### src/hw/rtl/fmv_pkg.sv
// Package for the two-operator FM voice: operator state record, register
// indexes, reset values and the sine table generator.
// No dependencies.
package fmv_pkg;

   localparam int unsigned SINE_DEPTH_DEF      = 256;
   localparam int unsigned CARRIER_SUSTAIN_DEF = 1;
   localparam int unsigned MOD_SUSTAIN_DEF     = 0;

   localparam int unsigned PHASE_W = 32;
   localparam int unsigned LEVEL_W = 26;
   localparam int unsigned LEN_W   = 20;
   localparam int unsigned SUS_W   = 16;
   localparam int unsigned TIMER_W = 24;
   localparam int unsigned SMP_W   = 12;
   localparam int unsigned SINE_W  = 16;

   localparam logic [LEVEL_W-1:0] LEVEL_MAX = '1;
   localparam logic [TIMER_W-1:0] TIMER_MAX = '1;
   localparam logic [SMP_W-1:0]   SMP_MID   = 12'd2048;

   // Register indexes on the CSR port
   localparam logic [2:0] REG_ATTACK_LENGTH     = 3'd0;
   localparam logic [2:0] REG_DECAY_LENGTH      = 3'd1;
   localparam logic [2:0] REG_ATTACK_STEP       = 3'd2;
   localparam logic [2:0] REG_DECAY_STEP        = 3'd3;
   localparam logic [2:0] REG_MOD_ATTACK_LENGTH = 3'd4;
   localparam logic [2:0] REG_MOD_DECAY_LENGTH  = 3'd5;
   localparam logic [2:0] REG_MOD_ATTACK_STEP   = 3'd6;
   localparam logic [2:0] REG_MOD_DECAY_STEP    = 3'd7;

   localparam logic [LEN_W-1:0]   ATTACK_LENGTH_RST     = 20'd250;
   localparam logic [LEN_W-1:0]   DECAY_LENGTH_RST      = 20'd50000;
   localparam logic [LEVEL_W-1:0] ATTACK_STEP_RST       = 26'd262144;
   localparam logic [LEVEL_W-1:0] DECAY_STEP_RST        = 26'd1310;
   localparam logic [LEN_W-1:0]   MOD_ATTACK_LENGTH_RST = 20'd2000;
   localparam logic [LEN_W-1:0]   MOD_DECAY_LENGTH_RST  = 20'd40000;
   localparam logic [LEVEL_W-1:0] MOD_ATTACK_STEP_RST   = 26'd32768;
   localparam logic [LEVEL_W-1:0] MOD_DECAY_STEP_RST    = 26'd1638;

   // Operator RAM entries
   localparam int unsigned NUM_OPS = 2;
   localparam logic OP_MOD = 1'b0;
   localparam logic OP_CAR = 1'b1;

   typedef struct packed {
      logic [PHASE_W-1:0] phase;
      logic [LEVEL_W-1:0] level;
   } op_state_type;

   typedef struct packed {
      logic         rd_en;
      logic         rd_addr;
      logic         wr_en;
      logic         wr_addr;
      op_state_type wr_data;
   } ram_cmd_type;

   localparam logic [63:0] ONE_Q30     = 64'd1073741824;
   localparam logic [63:0] HALF_PI_Q30 = 64'd1686629713;

   // Q1.15 sine of a quarter-turn angle in Q30; quad[0] picks the cosine
   // series, quad[1] negates. Eight Taylor terms, Q30 throughout.
   function automatic logic signed [SINE_W-1:0] sine_q15(logic [63:0] ang,
                                                          logic [1:0] quad);
      logic [63:0]        x2;
      logic [63:0]        term;
      logic signed [63:0] sum;
      logic [63:0]        mag;
      logic [63:0]        r;
      logic               neg;
      x2  = (ang * ang) >> 30;
      if (quad[0]) begin
         term = ONE_Q30;
         sum  = $signed(term);
         term = ((term * x2) >> 30) / 2;   sum = sum - $signed(term);
         term = ((term * x2) >> 30) / 12;  sum = sum + $signed(term);
         term = ((term * x2) >> 30) / 30;  sum = sum - $signed(term);
         term = ((term * x2) >> 30) / 56;  sum = sum + $signed(term);
         term = ((term * x2) >> 30) / 90;  sum = sum - $signed(term);
         term = ((term * x2) >> 30) / 132; sum = sum + $signed(term);
         term = ((term * x2) >> 30) / 182; sum = sum - $signed(term);
      end else begin
         term = ang;
         sum  = $signed(term);
         term = ((term * x2) >> 30) / 6;   sum = sum - $signed(term);
         term = ((term * x2) >> 30) / 20;  sum = sum + $signed(term);
         term = ((term * x2) >> 30) / 42;  sum = sum - $signed(term);
         term = ((term * x2) >> 30) / 72;  sum = sum + $signed(term);
         term = ((term * x2) >> 30) / 110; sum = sum - $signed(term);
         term = ((term * x2) >> 30) / 156; sum = sum + $signed(term);
         term = ((term * x2) >> 30) / 210; sum = sum - $signed(term);
      end
      if (quad[1]) begin
         sum = -sum;
      end
      neg = sum[63];
      mag = neg ? $unsigned(-sum) : $unsigned(sum);
      r   = (mag + 64'd16384) >> 15;
      if (r > 64'd32767) begin
         r = 64'd32767;
      end
      return neg ? -$signed(SINE_W'(r)) : $signed(SINE_W'(r));
   endfunction

endpackage

### src/hw/rtl/fmv_sine_rom.sv
// Sine ROM, Q1.15, registered read. Contents built at elaboration.
// Depends on fmv_pkg.
module fmv_sine_rom import fmv_pkg::*; #(
   parameter int unsigned SINE_DEPTH = SINE_DEPTH_DEF
) (
   input  logic                          clock,
   input  logic                          rd_en,
   input  logic [$clog2(SINE_DEPTH)-1:0] rd_addr,
   output logic signed [SINE_W-1:0]      rd_data
);

   logic signed [SINE_W-1:0] sine_tbl [SINE_DEPTH];
   logic signed [SINE_W-1:0] rd_data_ff;

   for (genvar g = 0; g < SINE_DEPTH; g++) begin : g_tbl
      localparam int unsigned QUAD = (4 * g) / SINE_DEPTH;
      localparam int unsigned REM  = (4 * g) % SINE_DEPTH;
      localparam logic [63:0] ANG  = (HALF_PI_Q30 * 64'(REM)) / 64'(SINE_DEPTH);
      assign sine_tbl[g] = sine_q15(ANG, 2'(QUAD));
   end

   always_ff @(posedge clock) begin
      if (rd_en) begin
         rd_data_ff <= sine_tbl[rd_addr];
      end
   end

   assign rd_data = rd_data_ff;

endmodule

### src/hw/rtl/fmv_op_ram.sv
// Operator state RAM: phase and envelope level for modulator and carrier.
// One read and one write port, registered read; unwritten entries read zero.
// Depends on fmv_pkg.
module fmv_op_ram import fmv_pkg::*; (
   input  logic         clock,
   input  logic         reset,
   input  ram_cmd_type  cmd,
   output op_state_type rd_data
);

   op_state_type op_mem [NUM_OPS];
   logic [NUM_OPS-1:0] vld_ff;
   op_state_type       rd_data_ff;
   logic               rd_vld_ff;

   always_ff @(posedge clock) begin
      if (cmd.wr_en) begin
         op_mem[cmd.wr_addr] <= cmd.wr_data;
      end
      if (cmd.rd_en) begin
         rd_data_ff <= op_mem[cmd.rd_addr];
      end
   end

   always_ff @(posedge clock) begin
      if (reset) begin
         vld_ff    <= '0;
         rd_vld_ff <= 1'b0;
      end else begin
         if (cmd.wr_en) begin
            vld_ff[cmd.wr_addr] <= 1'b1;
         end
         if (cmd.rd_en) begin
            rd_vld_ff <= vld_ff[cmd.rd_addr];
         end
      end
   end

   assign rd_data = rd_vld_ff ? rd_data_ff : '0;

endmodule

### src/hw/rtl/fmv_envelope.sv
// Linear attack / sustain / decay level update for one operator tick.
// Depends on fmv_pkg.
module fmv_envelope import fmv_pkg::*; (
   input  logic [LEVEL_W-1:0] level,
   input  logic [TIMER_W-1:0] ticks,
   input  logic [LEN_W-1:0]   att_len,
   input  logic [LEN_W-1:0]   dec_len,
   input  logic [SUS_W-1:0]   sus_len,
   input  logic [LEVEL_W-1:0] up_step,
   input  logic [LEVEL_W-1:0] down_step,
   output logic [LEVEL_W-1:0] level_out
);

   logic [LEN_W+1:0]   total_len;
   logic [LEN_W:0]     hold_end;
   logic [LEVEL_W:0]   rise;

   always_comb begin
      total_len = (LEN_W+2)'(att_len) + (LEN_W+2)'(dec_len) + (LEN_W+2)'(sus_len);
      hold_end  = (LEN_W+1)'(att_len) + (LEN_W+1)'(sus_len);
      rise      = (LEVEL_W+1)'(level) + (LEVEL_W+1)'(up_step);
      if (TIMER_W'(total_len) <= ticks) begin
         level_out = '0;
      end else if (ticks <= TIMER_W'(att_len)) begin
         level_out = rise[LEVEL_W] ? LEVEL_MAX : rise[LEVEL_W-1:0];
      end else if (ticks <= TIMER_W'(hold_end)) begin
         level_out = level;
      end else begin
         level_out = (level > down_step) ? level - down_step : '0;
      end
   end

endmodule

### src/hw/rtl/fm_dds_voice_with_envelope_top.sv
// Two-operator FM voice with linear envelopes. Play tick: states MOD, FM, CAR,
// SMP, result registered in SMP, which waits on a stalled output; note on:
// NOTE_MOD, NOTE_CAR; phase-only tick: PHASE. Requests are taken only in IDLE.
// The order follows the operator RAM read-modify-write and the one shared multiplier.
// Synchronous active-high reset: RAM entries read as zero, timer saturated.
// Depends on fmv_pkg, fmv_op_ram, fmv_sine_rom, fmv_envelope.
module fm_dds_voice_with_envelope_top import fmv_pkg::*; #(
   parameter int unsigned SINE_DEPTH      = SINE_DEPTH_DEF,
   parameter int unsigned CARRIER_SUSTAIN = CARRIER_SUSTAIN_DEF,
   parameter int unsigned MOD_SUSTAIN     = MOD_SUSTAIN_DEF
) (
   input  logic         clock,
   input  logic         reset,
   input  logic         req_tvalid,
   output logic         req_tready,
   input  logic [39:0]  req_tdata,   // phase_step[31:0], synth_on[32], zero pad
   input  logic         req_tuser,   // action: 0 tick, 1 note on
   output logic         rsp_tvalid,
   input  logic         rsp_tready,
   output logic [15:0]  rsp_tdata,   // dac_sample[11:0], zero pad
   input  logic         csr_valid,
   output logic         csr_ready,
   input  logic [2:0]   csr_index,
   input  logic [25:0]  csr_data
);

   localparam int unsigned AW = $clog2(SINE_DEPTH);

   typedef enum logic [7:0] {
      ST_IDLE     = 8'b0000_0001,
      ST_MOD      = 8'b0000_0010,
      ST_FM       = 8'b0000_0100,
      ST_CAR      = 8'b0000_1000,
      ST_SMP      = 8'b0001_0000,
      ST_NOTE_MOD = 8'b0010_0000,
      ST_NOTE_CAR = 8'b0100_0000,
      ST_PHASE    = 8'b1000_0000
   } state_type;

   state_type state_ff, state_in;

   logic [LEN_W-1:0]   att_len_ff, dec_len_ff, mod_att_len_ff, mod_dec_len_ff;
   logic [LEVEL_W-1:0] att_step_ff, dec_step_ff, mod_att_step_ff, mod_dec_step_ff;

   logic [PHASE_W-1:0] step_ff, step_in;
   logic [TIMER_W-1:0] timer_ff, timer_in;
   logic [LEVEL_W-1:0] lvl_ff, lvl_in;
   logic signed [SMP_W-1:0] fm_ff, fm_in;
   logic               rsp_valid_ff, rsp_valid_in;
   logic [SMP_W-1:0]   rsp_data_ff, rsp_data_in;

   ram_cmd_type  ram_cmd;
   op_state_type ram_rd;

   logic                     rom_rd_en;
   logic [AW-1:0]            rom_addr;
   logic signed [SINE_W-1:0] sine;

   logic [PHASE_W-1:0] mod_phase_nxt, car_phase_nxt, fm_shift;
   logic [SINE_W-2:0]  sine_mag;
   logic [LEVEL_W+SINE_W-2:0] prod;
   logic [SMP_W-2:0]   prod_int;
   logic signed [SMP_W-1:0] scaled;

   logic               env_car;
   logic [LEN_W-1:0]   env_att, env_dec;
   logic [SUS_W-1:0]   env_sus;
   logic [LEVEL_W-1:0] env_up, env_down, env_out;
   logic               out_free;
   logic               req_acc;

   fmv_op_ram u_op_ram (
      .clock   (clock),
      .reset   (reset),
      .cmd     (ram_cmd),
      .rd_data (ram_rd)
   );

   fmv_sine_rom #(.SINE_DEPTH(SINE_DEPTH)) u_sine_rom (
      .clock   (clock),
      .rd_en   (rom_rd_en),
      .rd_addr (rom_addr),
      .rd_data (sine)
   );

   // carrier parameters in the carrier write state, modulator otherwise
   assign env_car  = (state_ff == ST_CAR);
   assign env_att  = env_car ? att_len_ff  : mod_att_len_ff;
   assign env_dec  = env_car ? dec_len_ff  : mod_dec_len_ff;
   assign env_sus  = env_car ? SUS_W'(CARRIER_SUSTAIN) : SUS_W'(MOD_SUSTAIN);
   assign env_up   = env_car ? att_step_ff : mod_att_step_ff;
   assign env_down = env_car ? dec_step_ff : mod_dec_step_ff;

   fmv_envelope u_envelope (
      .level     (ram_rd.level),
      .ticks     (timer_ff),
      .att_len   (env_att),
      .dec_len   (env_dec),
      .sus_len   (env_sus),
      .up_step   (env_up),
      .down_step (env_down),
      .level_out (env_out)
   );

   assign csr_ready  = 1'b1;
   assign req_tready = (state_ff == ST_IDLE);
   assign req_acc    = req_tvalid && req_tready;
   assign rsp_tvalid = rsp_valid_ff;
   assign rsp_tdata  = {4'b0, rsp_data_ff};
   assign out_free   = !rsp_valid_ff || rsp_tready;

   // shared multiplier: level times |sine|, truncated toward zero
   assign sine_mag = sine[SINE_W-1] ? (SINE_W-1)'(-sine) : sine[SINE_W-2:0];
   assign prod     = lvl_ff * sine_mag;
   assign prod_int = prod[LEVEL_W+SINE_W-2:30];
   assign scaled   = sine[SINE_W-1] ? -$signed({1'b0, prod_int}) : $signed({1'b0, prod_int});

   assign mod_phase_nxt = ram_rd.phase + step_ff + {1'b0, step_ff[PHASE_W-1:1]};
   assign fm_shift      = {{4{fm_ff[SMP_W-1]}}, fm_ff, 16'b0};
   assign car_phase_nxt = ram_rd.phase + step_ff + fm_shift;

   always_comb begin
      state_in     = state_ff;
      step_in      = step_ff;
      timer_in     = timer_ff;
      lvl_in       = lvl_ff;
      fm_in        = fm_ff;
      rsp_valid_in = rsp_valid_ff && !rsp_tready;
      rsp_data_in  = rsp_data_ff;
      ram_cmd      = '0;
      rom_rd_en    = 1'b0;
      rom_addr     = mod_phase_nxt[PHASE_W-1 -: AW];
      unique case (state_ff)
         ST_IDLE: begin
            if (req_acc) begin
               ram_cmd.rd_en   = 1'b1;
               ram_cmd.rd_addr = (req_tuser || req_tdata[32]) ? OP_MOD : OP_CAR;
               if (req_tuser) begin
                  step_in  = req_tdata[31:0];
                  timer_in = '0;
                  state_in = ST_NOTE_MOD;
               end else if (req_tdata[32]) begin
                  state_in = ST_MOD;
               end else begin
                  state_in = ST_PHASE;
               end
            end
         end
         ST_NOTE_MOD: begin
            ram_cmd.wr_en   = 1'b1;
            ram_cmd.wr_addr = OP_MOD;
            ram_cmd.wr_data = '{phase: ram_rd.phase, level: '0};
            ram_cmd.rd_en   = 1'b1;
            ram_cmd.rd_addr = OP_CAR;
            state_in        = ST_NOTE_CAR;
         end
         ST_NOTE_CAR: begin
            ram_cmd.wr_en   = 1'b1;
            ram_cmd.wr_addr = OP_CAR;
            ram_cmd.wr_data = '{phase: ram_rd.phase, level: '0};
            state_in        = ST_IDLE;
         end
         ST_PHASE: begin
            ram_cmd.wr_en   = 1'b1;
            ram_cmd.wr_addr = OP_CAR;
            ram_cmd.wr_data = '{phase: ram_rd.phase + step_ff, level: ram_rd.level};
            state_in        = ST_IDLE;
         end
         ST_MOD: begin
            ram_cmd.wr_en   = 1'b1;
            ram_cmd.wr_addr = OP_MOD;
            ram_cmd.wr_data = '{phase: mod_phase_nxt, level: env_out};
            ram_cmd.rd_en   = 1'b1;
            ram_cmd.rd_addr = OP_CAR;
            rom_rd_en       = 1'b1;
            lvl_in          = ram_rd.level;
            state_in        = ST_FM;
         end
         ST_FM: begin
            fm_in    = scaled;
            state_in = ST_CAR;
         end
         ST_CAR: begin
            ram_cmd.wr_en   = 1'b1;
            ram_cmd.wr_addr = OP_CAR;
            ram_cmd.wr_data = '{phase: car_phase_nxt, level: env_out};
            rom_rd_en       = 1'b1;
            rom_addr        = car_phase_nxt[PHASE_W-1 -: AW];
            lvl_in          = ram_rd.level;
            state_in        = ST_SMP;
         end
         ST_SMP: begin
            // hold here until the output register can take the sample
            if (out_free) begin
               rsp_valid_in = 1'b1;
               rsp_data_in  = SMP_MID + $unsigned(scaled);
               if (timer_ff != TIMER_MAX) begin
                  timer_in = timer_ff + 1'b1;
               end
               state_in = ST_IDLE;
            end
         end
         default: begin
            state_in = ST_IDLE;
         end
      endcase
   end

   always_ff @(posedge clock) begin
      if (reset) begin
         state_ff     <= ST_IDLE;
         step_ff      <= '0;
         timer_ff     <= TIMER_MAX;
         rsp_valid_ff <= 1'b0;
      end else begin
         state_ff     <= state_in;
         step_ff      <= step_in;
         timer_ff     <= timer_in;
         rsp_valid_ff <= rsp_valid_in;
      end
   end

   always_ff @(posedge clock) begin
      lvl_ff      <= lvl_in;
      fm_ff       <= fm_in;
      rsp_data_ff <= rsp_data_in;
   end

   always_ff @(posedge clock) begin
      if (reset) begin
         att_len_ff      <= ATTACK_LENGTH_RST;
         dec_len_ff      <= DECAY_LENGTH_RST;
         att_step_ff     <= ATTACK_STEP_RST;
         dec_step_ff     <= DECAY_STEP_RST;
         mod_att_len_ff  <= MOD_ATTACK_LENGTH_RST;
         mod_dec_len_ff  <= MOD_DECAY_LENGTH_RST;
         mod_att_step_ff <= MOD_ATTACK_STEP_RST;
         mod_dec_step_ff <= MOD_DECAY_STEP_RST;
      end else if (csr_valid && csr_ready) begin
         unique case (csr_index)
            REG_ATTACK_LENGTH:     att_len_ff      <= csr_data[LEN_W-1:0];
            REG_DECAY_LENGTH:      dec_len_ff      <= csr_data[LEN_W-1:0];
            REG_ATTACK_STEP:       att_step_ff     <= csr_data;
            REG_DECAY_STEP:        dec_step_ff     <= csr_data;
            REG_MOD_ATTACK_LENGTH: mod_att_len_ff  <= csr_data[LEN_W-1:0];
            REG_MOD_DECAY_LENGTH:  mod_dec_len_ff  <= csr_data[LEN_W-1:0];
            REG_MOD_ATTACK_STEP:   mod_att_step_ff <= csr_data;
            REG_MOD_DECAY_STEP:    mod_dec_step_ff <= csr_data;
            default: ;
         endcase
      end
   end

endmodule
### config.mk
export PLATFORM = sky130hd
export DESIGN_NAME = fm_dds_voice_with_envelope_top
export DESIGN_NICKNAME = d
export VERILOG_FILES = /design/src/hw/rtl/fmv_pkg.sv /design/src/hw/rtl/fmv_sine_rom.sv /design/src/hw/rtl/fmv_op_ram.sv /design/src/hw/rtl/fmv_envelope.sv /design/src/hw/rtl/fm_dds_voice_with_envelope_top.sv
export SDC_FILE = /design/constraint.sdc
export NUM_CORES = 2
export LEC_CHECK = 0
export ABC_AREA = 1
export BUFFER_PORTS_ARGS = -buffer_cell sky130_fd_sc_hd__buf_2
export CORE_UTILIZATION = 50
export CTS_CLUSTER_SIZE = 25
export DETAILED_ROUTE_END_ITERATION = 7
export PLACE_DENSITY_LB_ADDON = 0.2
export SYNTH_ARGS = -nofsm -noshare
export SYNTH_HDL_FRONTEND = slang
export SYNTH_SLANG_ARGS = --single-unit
### constraint.sdc
create_clock -name clock -period 11.2 [get_ports clock]
set_input_delay 0.56 -clock clock [delete_from_list [all_inputs] [get_ports clock]]
set_output_delay 0.56 -clock clock [all_outputs]
set_load 0.05 [all_outputs]
Word-level counts from Yosys, hierarchy flattened --
Memories as Yosys holds them, arrays and structs flattened. A register that Yosys moved wholly into a read port is not among the register bits. Index checks and enable logic that the tools add are counted.
Storage, ports and cells: bits in registers 302, RAM bits 116, memory bits (read-only) 4096, input port bits 75, output and inout bits 19, memories kept 2
Cells by class: $add $sub $neg 12, $mul 1, $lt $le $gt $ge 7, equality and inequality tests 20, muxes and demuxes 37, bitwise operators 2, reduce and logical (&&, ||, !) cells 23
Memory list:
- (no name shown) | depth 256, width 16, read ports 1, clocked after Yosys merged registers in 1, write ports 0, RTL line fmv_sine_rom.sv:24 | rd_data_ff <= sine_tbl[rd_addr];
- u_op_ram.op_mem | depth 2, width 58, read ports 1, clocked after Yosys merged registers in 1, write ports 1, RTL line fmv_op_ram.sv:11 | op_state_type op_mem [NUM_OPS];
Operators by type and width (number):
- $pmux W60 S5 | 1
- $mux W26 | 7
- $mux W24 | 4
- $add A32 B32 Y32 | 2
- $mux W58 | 1
- $pmux W24 S2 | 1
- $pmux W8 S6 | 1
- $mul A26 B15 Y41 | 1
- $mux W20 | 2
- $mux W8 | 5
- $add A32 B31 Y32 | 1
- $add A26 B26 Y27 | 1
- $gt A26 B26 Y1 | 1
- $sub A26 B26 Y26 | 1
- $add A24 B1 Y24 const B | 1
- $le A22 B24 Y1 | 1
- $le A24 B20 Y1 | 1
- $le A24 B21 Y1 | 1
- $ne A24 B24 Y1 const B | 1
- $add A22 B1 Y22 | 1
- $add A20 B1 Y21 | 1
- $add A20 B20 Y21 | 1
- $reduce_and A2 Y1 | 10
- $mux W15 | 1
- 33 further kinds | 54

Longest topological paths before layout --
depth after elaboration 13, gate-level depth with buffers 48, gate-level depth less buffers 44

Hierarchy --
Synthesis repeated with hierarchy kept, for this count alone.
Unflattened totals: cell total of the unflattened synthesis 7128, area, all modules 49477.5 sq um
By module, submodules not included:
- fm_dds_voice_with_envelope_top | times used 1, cells an instance 4231, area an instance 29912.4 sq um
- fmv_envelope | times used 1, cells an instance 1477, area an instance 8224.1 sq um
- fmv_op_ram | times used 1, cells an instance 504, area an instance 6567.5 sq um
- fmv_sine_rom | times used 1, cells an instance 916, area an instance 4773.3 sq um

Worst setup path before layout --
No wires, ideal clock.
path type flip-flop to flip-flop, start point register u_sine_rom.rd_data_ff[0] (netlist: u_sine_rom.rd_data[0]), end point register fm_ff[8], data pin, data arrival time 7.604 ns, setup slack 3.344 ns, cell stages (with the launch flop) 44, buffers on the path 3, clock period less this slack 7.856 ns, cells stage by stage edfxtp_1 > buf_2 > clkbuf_1 > inv_1 > ha_1 > inv_1 > nor2_1 > inv_1 > nor3_1 > nand2_1 > inv_1 > a41oi_1 > or2_2 > nand2_1 > clkinv_1 > clkbuf_1 > nor2_1 > fa_1 > (+8 left out) > inv_1 > ha_1 > nand2_1 > nor2_1 > and3_1 > nand2_1 > nor2_1 > nand2_1 > nand2_1 > xnor2_1 > ha_1 > nand2_1 > nor2_1 > nand3_1 > nand2_1 > nand2_1 > nand2_1 > inv_1
On the way: cells in the longest elaborated chain, start to end 5
RTL lines:
- start: declaration | RTL line fmv_sine_rom.sv:13 | logic signed [SINE_W-1:0] rd_data_ff;
- $neg A15 Y15 | RTL line fm_dds_voice_with_envelope_top.sv:113 | assign sine_mag = sine[SINE_W-1] ? (SINE_W-1)'(-sine) : sine[SINE_W-2:0];
- $mux W15 * | RTL line fm_dds_voice_with_envelope_top.sv:113
- $mul A26 B15 Y41 * | RTL line fm_dds_voice_with_envelope_top.sv:114 | assign prod = lvl_ff * sine_mag;
- $neg A11 Y12 | RTL line fm_dds_voice_with_envelope_top.sv:116 | assign scaled = sine[SINE_W-1] ? -$signed({1'b0, prod_int}) : $signed({1'b0, prod_int});
- $mux W12 * | RTL line fm_dds_voice_with_envelope_top.sv:116
- net scaled[8] | RTL line fm_dds_voice_with_envelope_top.sv:63 | logic signed [SMP_W-1:0] scaled;
- end signal: assignment | RTL line fm_dds_voice_with_envelope_top.sv:225 | fm_ff <= fm_in;
- end: declaration | RTL line fm_dds_voice_with_envelope_top.sv:48 | logic signed [SMP_W-1:0] fm_ff, fm_in;
Mark *: on every way through the listed nets, which the timed path passes. The rest lies on a longest branch. A chain may end at the register's enable or synchronous reset.

Final worst setup path --
start point register u_sine_rom.rd_data_ff[0] (netlist: u_sine_rom.rd_data[0]), end point register fm_ff[6], data pin
The elaborated chain is that of the path after synthesis.

==> impl_results.md <==
- Status: finished, violations left
- Failing checks: design-rule violations
- Max incr delay on CP: 0.72 ns
- Starting density of the core: 50.5%
- Worst-Margin Slew: 1.14 ns
- Min Clock Period, post-route: 9.43 ns
- Max_cap viols: 0
- Core area: 0.0949 sq mm
- Critical path required time: 11.60 ns
- DR WL met3: 10400 um
- Setup crit start kind: register
- Clock sink count: 492
- Worst Hold Class: input port to register
- CTS tree: yes
- Final net count: 7223
- Arrival @ worst endpoint: 9.83 ns
- Final Hold Fails: 0
- Die area: 0.0970 sq mm
- Grt ovf: 0
- Peak Freq: 106 MHz
- Final setup margin: 1.77 ns
- Tcrit/Tclk final: 84.2%
- Crit-path slowest cell: clkinv_1
- Post-synthesis compound-gate area fraction: 10.4%
- Seq/Total Area, Yosys: 25.6%
- Post-CTS Hold Buffers: 0
- Detailed-route wire length per cell: 20.0 um
- Cts repair resizes: 0
- Relative slew margins: 23.8%
- Yosys reg bits: 492
- Pin count of the biggest net entering global routing: 126
- Largest family of logic cells by synthesized area: simple AND/OR/NAND/NOR gates
- Post-Route WL: 156000 um
- First drt pass iteration count: 8
- Post-synthesis area per instance: 7.28 sq um
- Final setup vio count: 0
- Met1 wire length: 66400 um
- Placement Setup Slack: 1.89 ns
- Antenna Cells: 0
- Adder-Cell Fraction of Synth Area: 22.0%
- Top layer in use: met5
- Crit path kind: register to register
- Clock buffer depth: 3
- Async S/R FF share, synth: 0%
- Ratio of cells with drive above 1 in the final layout: 6.91%
- Synth Instances: 6579
- Final TNS setup: 0 ns
- Antenna violations before repair: 2
- XOR/XNOR Fraction of Synth Area: 2.37%
- Die Wd: 311 um
- Routability cong.: 1.02
- Io pins: 94
- Mux contribution to synthesized area: 1.89%
- Wire length on met2: 71700 um
- RSZ-0062 raised after global routing: false
- Clk slew on worst S/H paths: 0.07 ns
- FP Rows: 113
- Skew final: 0.0281 ns
- Num CTS Buffers: 53
- Gr usage total: 31.7%
- Final ANT Viol Nets: 0
- Worst skew pair latency: 0.64 ns
- Die Ht: 311 um
- Post-Synth Simple-Gate Area: 28.3%
- First-pass GRT wire length: 242000 um
- Synthesized area: 0.0479 sq mm
- EDFF count, synth: 240
- Synth warn: 0
- H-tree depth: 2
- Vias per cell: 5.65
- Post-CTS Setup Inserts: 0
- Ys flop type: dfxtp_1
- Vias in the first global route: 42500
- Worst hold slack: 0.151 ns
- HPWL after DPL: 117000 um
- Port Buffers: 81
- Drt first-iter violations: 4503
- DRC Markers: 7
- Root Buffer: clkbuf_16
- Synth cell types: 73
- Area growth syn-to-layout: 6.36%
- CP Max Fanout: 27
- Via count: 44100
- CP Capture Type: register
- Pins Over Slew Limit: 0
[per-stage QoR]
stage | instances | instance area [sq um] | utilization (%)
global route | 7802 | 50900 | 53.7
floorplan | 6582 | 47900 | -
detailed placement | 7704 | 49100 | 51.7
global placement | 7704 | 49100 | 51.7
CTS | 7802 | 50900 | 53.7
finish | 7802 | 50900 | 53.7
[worst max-delay path, delay by kind of cell (launching register included)]
family                   cells  cell delay (ns)
buffers and inverters        8             1.40
AND/OR/NAND/NOR              9             1.87
flip-flops                   1             0.38
AO/OA/AOI/OAI                6             0.96
XOR/XNOR                     2             0.63
adder cells (fa/ha/maj)      9             3.93
[synthesized netlist by cell type (38+ instances only)]
library cell  count  share of area, %
nand4_1          64              0.84
nand2_1        1640                13
nor3_1           44              0.46
edfxtp_1        240                15
xor2_1           85               1.6
buf_2            63              0.66
dfxtp_1         252                11
o21ai_0         373               3.9
o21ai_1          38              0.40
a21oi_1         284               3.0
inv_1           836               6.6
fa_1            315                13
o211ai_1         59              0.93
clkbuf_1        140               1.1
nor2_1          805               6.3
mux2_2           58               1.4
or2_2            39              0.51
ha_1            339               8.9
nand3_1         471               4.9
[state kept, by name (all words and copies together), names as in the netlist]
register	count
u_op_ram.op_mem	116
u_op_ram.rd_data_ff	58
step_ff	32
att_step_ff	26
dec_step_ff	26
lvl_ff	26
mod_att_step_ff	26
mod_dec_step_ff	26
timer_ff	24
att_len_ff	20
dec_len_ff	20
mod_att_len_ff	20
mod_dec_len_ff	20
u_sine_rom.rd_data	16
fm_ff	12
rsp_data_ff	12
state_ff	8
u_op_ram.vld_ff	2
rsp_tvalid	1
u_op_ram.rd_vld_ff	1
[cell families (layout without fill, tap and decap cells)]
logic type	after synthesis	after routing
AOI/OAI and AO/OA	890	890
and+or+nand+nor	3203	3203
muxes	83	83
other	2	5
DFF	492	492
buffers and inverters	1129	1084
xor gates and xnor gates	126	126
adders and majority gates	654	654
[cells in the final DEF, fill, tap and decap left out, drive strengths merged, types with 42 or more instances in the layout]
master and count:
o21ai 415, buf 123, nand3 487, nor2 820, clkbuf 78, xor2 89, mux2 58, nand2 1690
inv 857, nor3 52, or2 42, ha 339, nand4 66, edfxtp 240, o211ai 59, fa 315
a21oi 287, dfxtp 252
[metal layers]
layer | vias to the layer above | GRT usage [%]
met2 | 1740 | 52.1
li1 | 21100 | -
met5 | - | 0
met4 | 4 | 13.8
met3 | 354 | 3.37
met1 | 20900 | 42.3
[path summary, 6_finish.rpt]
path                                                 startpoint  cells past startpoint                    endpoint  slack (ns)
worst min register to register       dec_len_ff[1]$_SDFFE_PP0P_                      2  dec_len_ff[1]$_SDFFE_PP0P_        0.45
worst min-delay path                              req_tdata[29]                      3    step_ff[29]$_SDFFE_PP0P_        0.15
worst max register to register  u_sine_rom.rd_data[0]$_DFFE_PP_                     34          fm_ff[6]$_DFFE_PP_        1.77
worst max-delay path            u_sine_rom.rd_data[0]$_DFFE_PP_                     34          fm_ff[6]$_DFFE_PP_        1.77
[cell type report]
type,instances,area (sq um)
Inverter,863,3250
Fill cell,9255,43900
Timing Repair Buffer,123,721
Sequential cell,492,12300
Clock buffer,78,1630
Clock inverter,20,248
Tap cell,1265,1580
Multi-Input combinational cell,4961,31200
Power is not shown: default switching activity piles up to over one toggle a cycle in this logic, so the estimate is an artifact.
